File: config.mk
export PLATFORM = sky130hd
export DESIGN_NAME = hsv_to_rgb_convert
export DESIGN_NICKNAME = d
export VERILOG_FILES = /design/src/sv/hsv2rgb_pkg.sv /design/src/sv/hsv_to_rgb_convert.sv
export VERILOG_INCLUDE_DIRS = /design/src /design/src/sv
export SDC_FILE = /design/constraint.sdc
export NUM_CORES = 2
export LEC_CHECK = 0
export BUFFER_PORTS_ARGS = -buffer_cell sky130_fd_sc_hd__buf_4
export CAP_MARGIN = 20
export CORE_MARGIN = 2
export CORE_UTILIZATION = 45
export CTS_CLUSTER_DIAMETER = 80
export DETAILED_ROUTE_END_ITERATION = 8
export PLACE_DENSITY = 0.56
export SLEW_MARGIN = 10
export SYNTH_ARGS = -nofsm -noshare
export SYNTH_HDL_FRONTEND = slang
export SYNTH_SLANG_ARGS = --single-unit
File: constraint.sdc
create_clock -name clock -period 18.5 [get_ports clock]
set_clock_uncertainty 0.05 [all_clocks]
set_input_delay 0 -clock clock [delete_from_list [all_inputs] [get_ports clock]]
set_output_delay 0 -clock clock [all_outputs]
set_load 0.005 [all_outputs]
File: src/sv/hsv_to_rgb_convert_defines.svh
// Assertion macros shared by the converter RTL.
`ifndef HSV_TO_RGB_CONVERT_DEFINES_SVH
`define HSV_TO_RGB_CONVERT_DEFINES_SVH

`ifndef SYNTHESIS
// Check a property on every rising clock edge outside reset.
`define HSV_ASSERT(label, clk, rst, prop, msg) \
   label: assert property (@(posedge clk) disable iff (rst) prop) else $error(msg);
// Check a property on every rising clock edge, reset included.
`define HSV_ASSERT_ALWAYS(label, clk, prop, msg) \
   label: assert property (@(posedge clk) prop) else $error(msg);
`else
`define HSV_ASSERT(label, clk, rst, prop, msg)
`define HSV_ASSERT_ALWAYS(label, clk, prop, msg)
`endif

`endif

File: src/sv/hsv2rgb_pkg.sv
package hsv2rgb_pkg;

   // Field widths fixed by the pixel format
   localparam int unsigned HUE_W  = 13;
   localparam int unsigned FRAC_W = 10;
   localparam int unsigned SECT_W = 3;

   // Hue range and sector span, in sixteenths of a degree
   localparam logic [HUE_W-1:0]  HUE_MAX     = 13'd5759;
   localparam logic [FRAC_W-1:0] SECTOR_SPAN = 10'd960;
   localparam int unsigned       SPAN_SHIFT  = 6;   // 960 = 64 * 15
   localparam int unsigned       SPAN_ODD    = 15;

   // Pipeline depth and lane numbering of the two interpolated terms
   localparam int unsigned NSTAGE = 8;
   localparam int unsigned LANES  = 2;
   localparam int unsigned LANE_Q = 0;
   localparam int unsigned LANE_T = 1;

   // Source of one output channel
   typedef enum logic [1:0] {
      SRC_V = 2'd0,
      SRC_P = 2'd1,
      SRC_Q = 2'd2,
      SRC_T = 2'd3
   } src_type;

   typedef struct packed {
      src_type red;
      src_type green;
      src_type blue;
   } route_type;

   // Sector of a clamped hue
   function automatic logic [SECT_W-1:0] hue_sector(input logic [HUE_W-1:0] hue);
      logic [SECT_W-1:0] sect;
      if (hue >= 13'd4800) begin
         sect = 3'd5;
      end else if (hue >= 13'd3840) begin
         sect = 3'd4;
      end else if (hue >= 13'd2880) begin
         sect = 3'd3;
      end else if (hue >= 13'd1920) begin
         sect = 3'd2;
      end else if (hue >= 13'd960) begin
         sect = 3'd1;
      end else begin
         sect = 3'd0;
      end
      return sect;
   endfunction

   // First hue of a sector
   function automatic logic [HUE_W-1:0] sector_base(input logic [SECT_W-1:0] sect);
      logic [HUE_W-1:0] base;
      case (sect)
         3'd0:    base = 13'd0;
         3'd1:    base = 13'd960;
         3'd2:    base = 13'd1920;
         3'd3:    base = 13'd2880;
         3'd4:    base = 13'd3840;
         3'd5:    base = 13'd4800;
         default: base = 13'd4800;
      endcase
      return base;
   endfunction

   // Channel routing per sector
   function automatic route_type sector_route(input logic [SECT_W-1:0] sect);
      route_type rt;
      case (sect)
         3'd0:    rt = '{red: SRC_V, green: SRC_T, blue: SRC_P};
         3'd1:    rt = '{red: SRC_Q, green: SRC_V, blue: SRC_P};
         3'd2:    rt = '{red: SRC_P, green: SRC_V, blue: SRC_T};
         3'd3:    rt = '{red: SRC_P, green: SRC_Q, blue: SRC_V};
         3'd4:    rt = '{red: SRC_T, green: SRC_P, blue: SRC_V};
         3'd5:    rt = '{red: SRC_V, green: SRC_P, blue: SRC_Q};
         default: rt = '{red: SRC_V, green: SRC_P, blue: SRC_Q};
      endcase
      return rt;
   endfunction

endpackage

File: src/sv/hsv_to_rgb_convert.sv
// HSV to RGB pixel converter. Takes one pixel per clock while the output is
// not stalled and returns it as RGB: the first of eight register stages
// captures the item at the accepting edge and the last one drives the result.
// The whole pipeline holds only while a result waits on the output with
// rsp_tready low and moves whenever the output register is free or taken,
// so one pixel per cycle flows through when the sink keeps up. Hue is in
// sixteenths of a degree and clamps at 5759; saturation and
// brightness use full scale M = 2^CHANNEL_BITS - 1 as 1.0. Channels are v,
// p = v(M-s)/M, q = v(K-s*f)/K and t = v(K-s(960-f))/K with K = 960M, each
// truncated; division by M and by K is done with reciprocal products and a
// one-step correction spread over the stages.
`include "hsv_to_rgb_convert_defines.svh"

module hsv_to_rgb_convert #(
   parameter int unsigned CHANNEL_BITS = 8
) (
   input  logic clock,
   input  logic reset,
   // req_tdata, low bit up: hue[12:0], saturation, brightness, zero fill
   input  logic [((hsv2rgb_pkg::HUE_W + 2*CHANNEL_BITS + 7) / 8) * 8 - 1:0] req_tdata,
   input  logic req_tvalid,
   output logic req_tready,
   // rsp_tdata, low bit up: red, green, blue, zero fill
   output logic [((3*CHANNEL_BITS + 7) / 8) * 8 - 1:0] rsp_tdata,
   output logic rsp_tvalid,
   input  logic rsp_tready
);

   localparam int unsigned CB     = CHANNEL_BITS;
   localparam int unsigned HW     = hsv2rgb_pkg::HUE_W;
   localparam int unsigned FW     = hsv2rgb_pkg::FRAC_W;
   localparam int unsigned SW     = hsv2rgb_pkg::SECT_W;
   localparam int unsigned NL     = hsv2rgb_pkg::LANES;
   localparam int unsigned NS     = hsv2rgb_pkg::NSTAGE;
   localparam int unsigned RSP_W  = ((3*CB + 7) / 8) * 8;
   localparam int unsigned KW     = CB + FW;          // s * frac and K
   localparam int unsigned XPW    = 2*CB;             // v * (M - s)
   localparam int unsigned XW     = 2*CB + FW;        // v * (K - s * frac)
   localparam int unsigned X6W    = XW - hsv2rgb_pkg::SPAN_SHIFT;
   localparam int unsigned LW     = CB + 2;           // low split of x6
   localparam int unsigned HIW    = X6W - LW;
   localparam int unsigned RW     = CB + 1;           // reciprocal width
   localparam int unsigned PW     = LW + RW;
   localparam int unsigned SUMW   = X6W + RW;
   localparam int unsigned DW     = CB + 4;
   localparam int unsigned CHMAX_I = (1 << CB) - 1;
   localparam int unsigned DIV_I  = hsv2rgb_pkg::SPAN_ODD * CHMAX_I;

   localparam logic [CB-1:0]  CH_MAX  = CB'(CHMAX_I);
   localparam logic [KW-1:0]  K_SCALE = KW'(CHMAX_I * 960);
   localparam logic [DW-1:0]  DIV_D   = DW'(DIV_I);
   localparam logic [X6W-1:0] DIV_D2  = X6W'(2 * DIV_I);
   localparam logic [XPW-1:0] CH_MAX2 = XPW'(2 * CHMAX_I);
   localparam logic [63:0]    RECIP_FULL = (64'd1 << X6W) / 64'(DIV_I);
   localparam logic [RW-1:0]  RECIP   = RECIP_FULL[RW-1:0];

   // Unpack the request
   logic [HW-1:0] req_hue;
   logic [CB-1:0] req_sat;
   logic [CB-1:0] req_bri;
   assign req_hue = req_tdata[HW-1:0];
   assign req_sat = req_tdata[HW +: CB];
   assign req_bri = req_tdata[HW+CB +: CB];

   // Whole pipeline moves when the output register is free or taken
   logic advance;
   assign advance    = !rsp_tvalid || rsp_tready;
   assign req_tready = advance;

   logic [NS-1:0] stage_valid_ff, stage_valid_in;
   assign stage_valid_in = {stage_valid_ff[NS-2:0], req_tvalid};

   // Stage 1: clamp hue, split into sector and fraction
   logic [HW-1:0] hue_clip;
   logic [SW-1:0] sector_s1_in, sector_s1_ff;
   logic [FW-1:0] frac_s1_in, frac_s1_ff;
   logic [CB-1:0] sat_s1_ff, bri_s1_ff;

   always_comb begin
      hue_clip     = (req_hue > hsv2rgb_pkg::HUE_MAX) ? hsv2rgb_pkg::HUE_MAX : req_hue;
      sector_s1_in = hsv2rgb_pkg::hue_sector(hue_clip);
      frac_s1_in   = FW'(hue_clip - hsv2rgb_pkg::sector_base(sector_s1_in));
   end

   // Stage 2: saturation products and complement
   logic [NL-1:0][KW-1:0] prod_s2_in, prod_s2_ff;
   logic [FW-1:0] span_rem;
   logic [CB-1:0] ms_s2_in, ms_s2_ff;
   logic [CB-1:0] bri_s2_ff;
   logic [SW-1:0] sector_s2_ff;

   always_comb begin
      span_rem   = hsv2rgb_pkg::SECTOR_SPAN - frac_s1_ff;
      prod_s2_in[hsv2rgb_pkg::LANE_Q] = KW'(sat_s1_ff) * KW'(frac_s1_ff);
      prod_s2_in[hsv2rgb_pkg::LANE_T] = KW'(sat_s1_ff) * KW'(span_rem);
      ms_s2_in   = CH_MAX - sat_s1_ff;
   end

   // Stage 3: scale by brightness
   logic [XPW-1:0] xp_s3_in, xp_s3_ff;
   logic [NL-1:0][XW-1:0] x_s3_in, x_s3_ff;
   logic [CB-1:0] bri_s3_ff;
   logic [SW-1:0] sector_s3_ff;

   always_comb begin
      xp_s3_in = XPW'(bri_s2_ff) * XPW'(ms_s2_ff);
      for (int i = 0; i < NL; i++) begin
         x_s3_in[i] = XW'(bri_s2_ff) * XW'(K_SCALE - prod_s2_ff[i]);
      end
   end

   // Stage 4: quotient estimates (p by series, q and t by split reciprocal)
   logic [XPW:0]   pe_sum;
   logic [CB-1:0]  pe_s4_in, pe_s4_ff;
   logic [XPW-1:0] xp_s4_ff;
   logic [NL-1:0][X6W-1:0] x6_s3;
   logic [NL-1:0][PW-1:0]  pl_s4_in, pl_s4_ff, ph_s4_in, ph_s4_ff;
   logic [NL-1:0][X6W-1:0] x6_s4_ff;
   logic [CB-1:0] bri_s4_ff;
   logic [SW-1:0] sector_s4_ff;

   always_comb begin
      pe_sum   = {1'b0, xp_s3_ff} + (XPW+1)'(xp_s3_ff >> CB);
      pe_s4_in = pe_sum[CB +: CB];
      for (int i = 0; i < NL; i++) begin
         x6_s3[i]    = x_s3_ff[i][XW-1:hsv2rgb_pkg::SPAN_SHIFT];
         pl_s4_in[i] = PW'(x6_s3[i][LW-1:0]) * PW'(RECIP);
         ph_s4_in[i] = PW'(x6_s3[i][LW +: HIW]) * PW'(RECIP);
      end
   end

   // Stage 5: correct p, combine partial products of q and t
   logic [XPW-1:0] pm_s4, rem_p;
   logic [CB-1:0]  p_s5_in, p_s5_ff;
   logic [NL-1:0][SUMW-1:0] rsum;
   logic [NL-1:0][CB-1:0]   q0_s5_in, q0_s5_ff;
   logic [NL-1:0][X6W-1:0]  x6_s5_ff;
   logic [CB-1:0] bri_s5_ff;
   logic [SW-1:0] sector_s5_ff;

   always_comb begin
      pm_s4   = (XPW'(pe_s4_ff) << CB) - XPW'(pe_s4_ff);
      rem_p   = xp_s4_ff - pm_s4;
      p_s5_in = (rem_p >= XPW'(CH_MAX)) ? pe_s4_ff + CB'(1) : pe_s4_ff;
      for (int i = 0; i < NL; i++) begin
         rsum[i]     = (SUMW'(ph_s4_ff[i]) << LW) + SUMW'(pl_s4_ff[i]);
         q0_s5_in[i] = rsum[i][X6W +: CB];
      end
   end

   // Stage 6: multiply estimates back by the divisor
   logic [NL-1:0][X6W-1:0] qd_s6_in, qd_s6_ff, x6_s6_ff;
   logic [NL-1:0][CB-1:0]  q0_s6_ff;
   logic [CB-1:0] p_s6_ff, bri_s6_ff;
   logic [SW-1:0] sector_s6_ff;

   always_comb begin
      for (int i = 0; i < NL; i++) begin
         qd_s6_in[i] = X6W'(q0_s5_ff[i]) * X6W'(DIV_D);
      end
   end

   // Stage 7: correct q and t by one step
   logic [NL-1:0][X6W-1:0] rem_qt;
   logic [NL-1:0][CB-1:0]  qt_s7_in, qt_s7_ff;
   logic [CB-1:0] p_s7_ff, bri_s7_ff;
   logic [SW-1:0] sector_s7_ff;

   always_comb begin
      for (int i = 0; i < NL; i++) begin
         rem_qt[i]   = x6_s6_ff[i] - qd_s6_ff[i];
         qt_s7_in[i] = (rem_qt[i] >= X6W'(DIV_D)) ? q0_s6_ff[i] + CB'(1) : q0_s6_ff[i];
      end
   end

   // Stage 8: route terms to channels
   function automatic logic [CB-1:0] pick(input hsv2rgb_pkg::src_type src,
                                          input logic [CB-1:0] v,
                                          input logic [CB-1:0] p,
                                          input logic [CB-1:0] q,
                                          input logic [CB-1:0] t);
      logic [CB-1:0] r;
      case (src)
         hsv2rgb_pkg::SRC_V: r = v;
         hsv2rgb_pkg::SRC_P: r = p;
         hsv2rgb_pkg::SRC_Q: r = q;
         hsv2rgb_pkg::SRC_T: r = t;
         default:            r = v;
      endcase
      return r;
   endfunction

   hsv2rgb_pkg::route_type route_s7;
   logic [CB-1:0] red_in, green_in, blue_in;
   logic [CB-1:0] red_ff, green_ff, blue_ff;

   always_comb begin
      route_s7 = hsv2rgb_pkg::sector_route(sector_s7_ff);
      red_in   = pick(route_s7.red, bri_s7_ff, p_s7_ff,
                      qt_s7_ff[hsv2rgb_pkg::LANE_Q], qt_s7_ff[hsv2rgb_pkg::LANE_T]);
      green_in = pick(route_s7.green, bri_s7_ff, p_s7_ff,
                      qt_s7_ff[hsv2rgb_pkg::LANE_Q], qt_s7_ff[hsv2rgb_pkg::LANE_T]);
      blue_in  = pick(route_s7.blue, bri_s7_ff, p_s7_ff,
                      qt_s7_ff[hsv2rgb_pkg::LANE_Q], qt_s7_ff[hsv2rgb_pkg::LANE_T]);
   end

   // Valid bits
   always_ff @(posedge clock) begin
      if (reset) begin
         stage_valid_ff <= '0;
      end else if (advance) begin
         stage_valid_ff <= stage_valid_in;
      end
   end

   // Payload registers: advance together, hold on stall
   always_ff @(posedge clock) begin
      if (advance) begin
         sector_s1_ff <= sector_s1_in;
         frac_s1_ff   <= frac_s1_in;
         sat_s1_ff    <= req_sat;
         bri_s1_ff    <= req_bri;

         prod_s2_ff   <= prod_s2_in;
         ms_s2_ff     <= ms_s2_in;
         bri_s2_ff    <= bri_s1_ff;
         sector_s2_ff <= sector_s1_ff;

         xp_s3_ff     <= xp_s3_in;
         x_s3_ff      <= x_s3_in;
         bri_s3_ff    <= bri_s2_ff;
         sector_s3_ff <= sector_s2_ff;

         pe_s4_ff     <= pe_s4_in;
         xp_s4_ff     <= xp_s3_ff;
         pl_s4_ff     <= pl_s4_in;
         ph_s4_ff     <= ph_s4_in;
         x6_s4_ff     <= x6_s3;
         bri_s4_ff    <= bri_s3_ff;
         sector_s4_ff <= sector_s3_ff;

         p_s5_ff      <= p_s5_in;
         q0_s5_ff     <= q0_s5_in;
         x6_s5_ff     <= x6_s4_ff;
         bri_s5_ff    <= bri_s4_ff;
         sector_s5_ff <= sector_s4_ff;

         qd_s6_ff     <= qd_s6_in;
         x6_s6_ff     <= x6_s5_ff;
         q0_s6_ff     <= q0_s5_ff;
         p_s6_ff      <= p_s5_ff;
         bri_s6_ff    <= bri_s5_ff;
         sector_s6_ff <= sector_s5_ff;

         qt_s7_ff     <= qt_s7_in;
         p_s7_ff      <= p_s6_ff;
         bri_s7_ff    <= bri_s6_ff;
         sector_s7_ff <= sector_s6_ff;

         red_ff       <= red_in;
         green_ff     <= green_in;
         blue_ff      <= blue_in;
      end
   end

   // Drive the result channel
   assign rsp_tvalid = stage_valid_ff[NS-1];
   assign rsp_tdata  = RSP_W'({blue_ff, green_ff, red_ff});

   // Checks
   `HSV_ASSERT_ALWAYS(a_reset_clears, clock, reset |=> (stage_valid_ff == '0), "valid bits survive reset")
   `HSV_ASSERT(a_accept_enters, clock, reset, (req_tvalid && req_tready) |=> stage_valid_ff[0], "accepted item missing from first stage")
   `HSV_ASSERT(a_sector_range, clock, reset, stage_valid_ff[0] |-> (sector_s1_ff <= 3'd5), "sector beyond five")
   `HSV_ASSERT(a_p_residual, clock, reset, stage_valid_ff[3] |-> (rem_p < CH_MAX2), "p estimate off by more than one")
   `HSV_ASSERT(a_q_residual, clock, reset, stage_valid_ff[5] |-> (rem_qt[hsv2rgb_pkg::LANE_Q] < DIV_D2), "q estimate off by more than one")
   `HSV_ASSERT(a_t_residual, clock, reset, stage_valid_ff[5] |-> (rem_qt[hsv2rgb_pkg::LANE_T] < DIV_D2), "t estimate off by more than one")

endmodule

# == Word-level counts from Yosys, hierarchy flattened ==
# Index checks and enable logic that the tools add are counted.
# word_totals
register_bits,565
inputBits,36
# classes
add_sub_neg,15
mul,11
order_cmp,9
eq_ne,17
n_mux,14
n_reduce_logical,7
# op_table
op,n
$pmux 8 s4,3
$add 28x19->28,2
$mul 9x19->26,2
$pmux 10 s5,1
$ge 20x12->1 const B,2
$mul 8x12->20 const B,2
$sub 20x20->20,2
$sub 18x18->19 const A,2
$mul 10x8->18 const B,2
$mul 8x10->18,2
$mul 10x8->17 const B,2
$pmux 6 s5,1
$ge 13x12->1 const B,2
$add 8x1->8 const B,3
$mux 8,3
$add 16x8->16,1
$ge 16x8->1 const B,1
$mul 8x8->16,1
$sub 16x16->16,1
$sub 16x8->16,1
$ge 13x10->1 const B,1
$ge 13x11->1 const B,1
$ge 13x13->1 const B,1
$gt 13x13->1 const B,1
16 further kinds,33

# == Logic depth before layout (Yosys ltp) ==
# depth
depth_word,11
depth_mapped,27
ltp_nobuf,26

# == Worst setup path before layout ==
# Ideal clock, no wire load.
# synth_path
path_kind,flip-flop to flip-flop
from,register stage_valid_ff[7]
to,register blue_ff[0] (enable)
t_arrival_ns,10.074
required_time_ns,14.357
path_slack_ns,4.283
path_stages_with_launch,4
path_buffers,1
cell_sequence,dfxtp_1 nor2b_1 clkbuf_1 clkinv_1
# synth_via
elab_chain_cells,2
# synth_lines
item,line,source
from (decl),hsv_to_rgb_convert.sv:70,"logic [NS-1:0] stage_valid_ff, stage_valid_in;"
from (signal assigned),hsv_to_rgb_convert.sv:212,stage_valid_ff <= stage_valid_in;
$logic_not 1->1,hsv_to_rgb_convert.sv:67,assign advance = !rsp_tvalid || rsp_tready;
$logic_or 1x1->1,hsv_to_rgb_convert.sv:67,
net req_tready,hsv_to_rgb_convert.sv:22,"output logic req_tready,"
to (signal assigned),hsv_to_rgb_convert.sv:262,blue_ff <= blue_in;
to (decl),hsv_to_rgb_convert.sv:195,"logic [CB-1:0] red_ff, green_ff, blue_ff;"
# The timed path passes the listed nets, and every way through them passes these cells.
# A chain may end at the register's enable or synchronous reset.

==> results.sh <==
export IMPL_status="finished, final reports clean"
export IMPL_synth_area_um2=44500
export IMPL_final_period_utilization_pct=39.0
export IMPL_wirelength_um=82200
export IMPL_root_buffer="clkbuf_16"
export IMPL_remaining_drc_errors=0
export IMPL_ant_nets=0
export IMPL_initial_core_util_pct=45.3
export IMPL_grt_pass1_wl_um=142000
export IMPL_tightest_slew_ns=1.07
export IMPL_synth_distinct_cells=91
export IMPL_rows=115
export IMPL_syn_to_final_growth_pct=10.2
export IMPL_regArea_um2=15500
export IMPL_drt_initial_drc_count=1435
export IMPL_maxSlewViolCount=0
export IMPL_cts_max_path_buffers=3
export IMPL_max_freq_mhz=138
export IMPL_report_final_setup_viol=0
export IMPL_firstDrtPassIters=7
export IMPL_critPathMaxFanout=12
export IMPL_grt_use_total_pct=17.0
export IMPL_drive_above_1_share_pct=5.24
export IMPL_cap_violations=0
export IMPL_synth_area_leaders="edfxtp_1 34%, fa_1 19%, ha_1 15%"
export IMPL_worstHoldPathType="in2reg"
export IMPL_path_class="reg2reg"
export IMPL_syn_nets=5074
export IMPL_tns_ns=0
export IMPL_multi_input_area_um2=25800
export IMPL_crit_required_ns=18.83
export IMPL_synthCells=4079
export IMPL_seq_area_frac_synth_pct=34.8
export IMPL_ios=62
export IMPL_hold_viol=0
export IMPL_port_buffers=58
export IMPL_routedWlPerCell_um=14.9
export IMPL_dieArea_um2=101000
export IMPL_rsz0062_at_grt="false"
export IMPL_cts_tree="done"
export IMPL_antenna_found_initial=3
export IMPL_arrival_ns=7.56
export IMPL_synth_ff_type="edfxtp_1"
export IMPL_routabilityCongestion=0.802
export IMPL_die_height_um=318
export IMPL_final_nets=5180
export IMPL_ctsHtreeMaxLevel=2
export IMPL_synth_most_common_cell="inv_1"
export IMPL_die_x_um=318
export IMPL_numCtsBuffers=61
export IMPL_synth_async_sr_flop_share_pct=0
export IMPL_synth_edff_count=510
export IMPL_grt_overflow=0
export IMPL_numClockSinks=518
export IMPL_viasPerCell=4.98
export IMPL_antennaDiodeCount=0
export IMPL_yosysTopAreaCell="edfxtp_1"
export IMPL_cp_start_kind="flip-flop"
export IMPL_cts_clk_slew_worst_paths_ns=0.06
export IMPL_endpoint_kind="flip-flop"
export IMPL_syn_area_per_cell_um2=10.9
export IMPL_grt_max_degree=149
export IMPL_timing_hold_ws_ns=0.0609
export IMPL_grt_pass1_vias=28300
export IMPL_ys_ff_latch=518
export IMPL_core_area_um2=98100
export IMPL_period_needed_ns=7.22
export IMPL_post_cts_buffers=0
export IMPL_yosysTopAreaCellShare_pct=34.4
export IMPL_yosys_warnings=0
export IMPL_hpwl_um=62900
export IMPL_yosys_top_cells_count="757 x inv_1, 533 x ha_1, 510 x edfxtp_1, 426 x fa_1, 371 x nand2_1"
export IMPL_vias=27500
export IMPL_maxSlewHeadroom_pct=28.3
export IMPL_clk_latency_ns=0.66
export IMPL_n_fill_cell=8936
-- kinds of logic after synthesis --
kind of cell	Yosys count	synth area share, %
mux	23	0.588
buf+inv	843	7.14
xor+xnor	247	4.86
compound gates	450	6.95
flops	518	34.8
simple gates	1038	11.5
fa+ha+maj	960	34.2
-- critical path, stage by stage, from the launching register on --
cell and delay (ns):
edfxtp_1 0.56, inv_1 0.17, ha_1 0.19, nand2_1 0.09, or3_1 0.40, a2111oi_4 0.45, and3b_1 0.26, o21ai_1 0.15
xor2_1 0.55, nand2_1 0.16, fa_1 0.53, inv_1 0.05, fa_1 0.48, fa_1 0.50, inv_1 0.06, fa_1 0.54
inv_1 0.05, ha_1 0.36, a21o_1 0.20, a21o_1 0.18, o21ai_0 0.15, o21ai_1 0.17, o211a_1 0.27, o21a_1 0.18
nor2_1 0.11, xnor2_1 0.09
-- path summary, 6_finish.rpt --
path	endpoint	slack, ns	cells after the start	startpoint
max	x6_s3[39]$_DFFE_PP_	11.28	25	prod_s2_ff[0]$_DFFE_PP_
min	bri_s1_ff[2]$_DFFE_PP_	0.06	2	req_tdata[23]
min reg2reg	bri_s7_ff[2]$_DFFE_PP_	0.36	0	bri_s6_ff[2]$_DFFE_PP_
max reg2reg	x6_s3[39]$_DFFE_PP_	11.28	25	prod_s2_ff[0]$_DFFE_PP_
-- timing repair --
item                      CTS  global route
resized for setup           0             0
hold endpoints to repair   37             0
hold buffers               55             0
-- routing by layer --
layer  vias to the layer above  GRT usage (%)  wire length [um]
met4                         2           4.64              1700
li1                      13700              -                 -
met2                       370           27.6             37300
met5                         -              0                 7
met1                     13300           24.2             40600
met3                        96           1.95              2600
-- sequential cells by signal (all words and copies together) (netlist names), 10 cells and up --
register    cells
x6_s4_ff       40
qt_s7_ff       16
xp_s4_ff       16
x6_s3          40
frac_s1_ff     10
xp_s3_ff       16
ph_s4_ff       28
x6_s5_ff       40
prod_s2_ff     35
qd_s6_ff       40
pl_s4_ff       16
x6_s6_ff       40
q0_s5_ff       16
-- cells in the final DEF (no fill, tap or decap), drive strengths merged, types with 7 or more instances in the layout --
master / count
a211oi: 15
a21boi: 9
a21o: 40
a21oi: 106
a31oi: 8
and2: 247
and3: 15
buf: 71
bufinv: 10
clkbuf: 73
clkinv: 25
dfxtp: 8
dlygate4sd3: 55
edfxtp: 510
fa: 426
ha: 533
inv: 765
mux2: 19
nand2: 371
nand2b: 33
nand3: 43
nand4: 21
nor2: 164
nor2b: 28
nor3: 66
nor4: 9
o2111ai: 7
o21a: 42
o21ai: 82
o21bai: 17
o221a: 9
o22ai: 32
o31ai: 11
or2: 8
or3: 11
xnor2: 162
xor2: 85
-- through the flow --
step / utilization (%) / worst slack, ns / std cells / area (um2)
finish: 50.0 / 11.28 / 5525 / 49000
global route: 50.0 / 10.78 / 5525 / 49000
CTS: 50.0 / 11.22 / 5525 / 49000
detailed placement: 47.2 / 11.26 / 5354 / 46300
global placement: 47.2 / 11.26 / 5354 / 46300
floorplan: - / 4.28 / 4079 / 44500
-- layout make-up --
cell class | count | area share, %
Clock buffer | 73 | 3.25
Sequential cell | 518 | 31.6
Tap cell | 1287 | 3.29
Multi-Input combinational cell | 2718 | 52.7
Inverter | 760 | 5.84
Clock inverter | 43 | 1.12
Timing Repair Buffer | 126 | 2.24
Power is left out: the tool's default activity adds up to more than one toggle a clock period on the data nets, which glitch-free logic cannot reach.
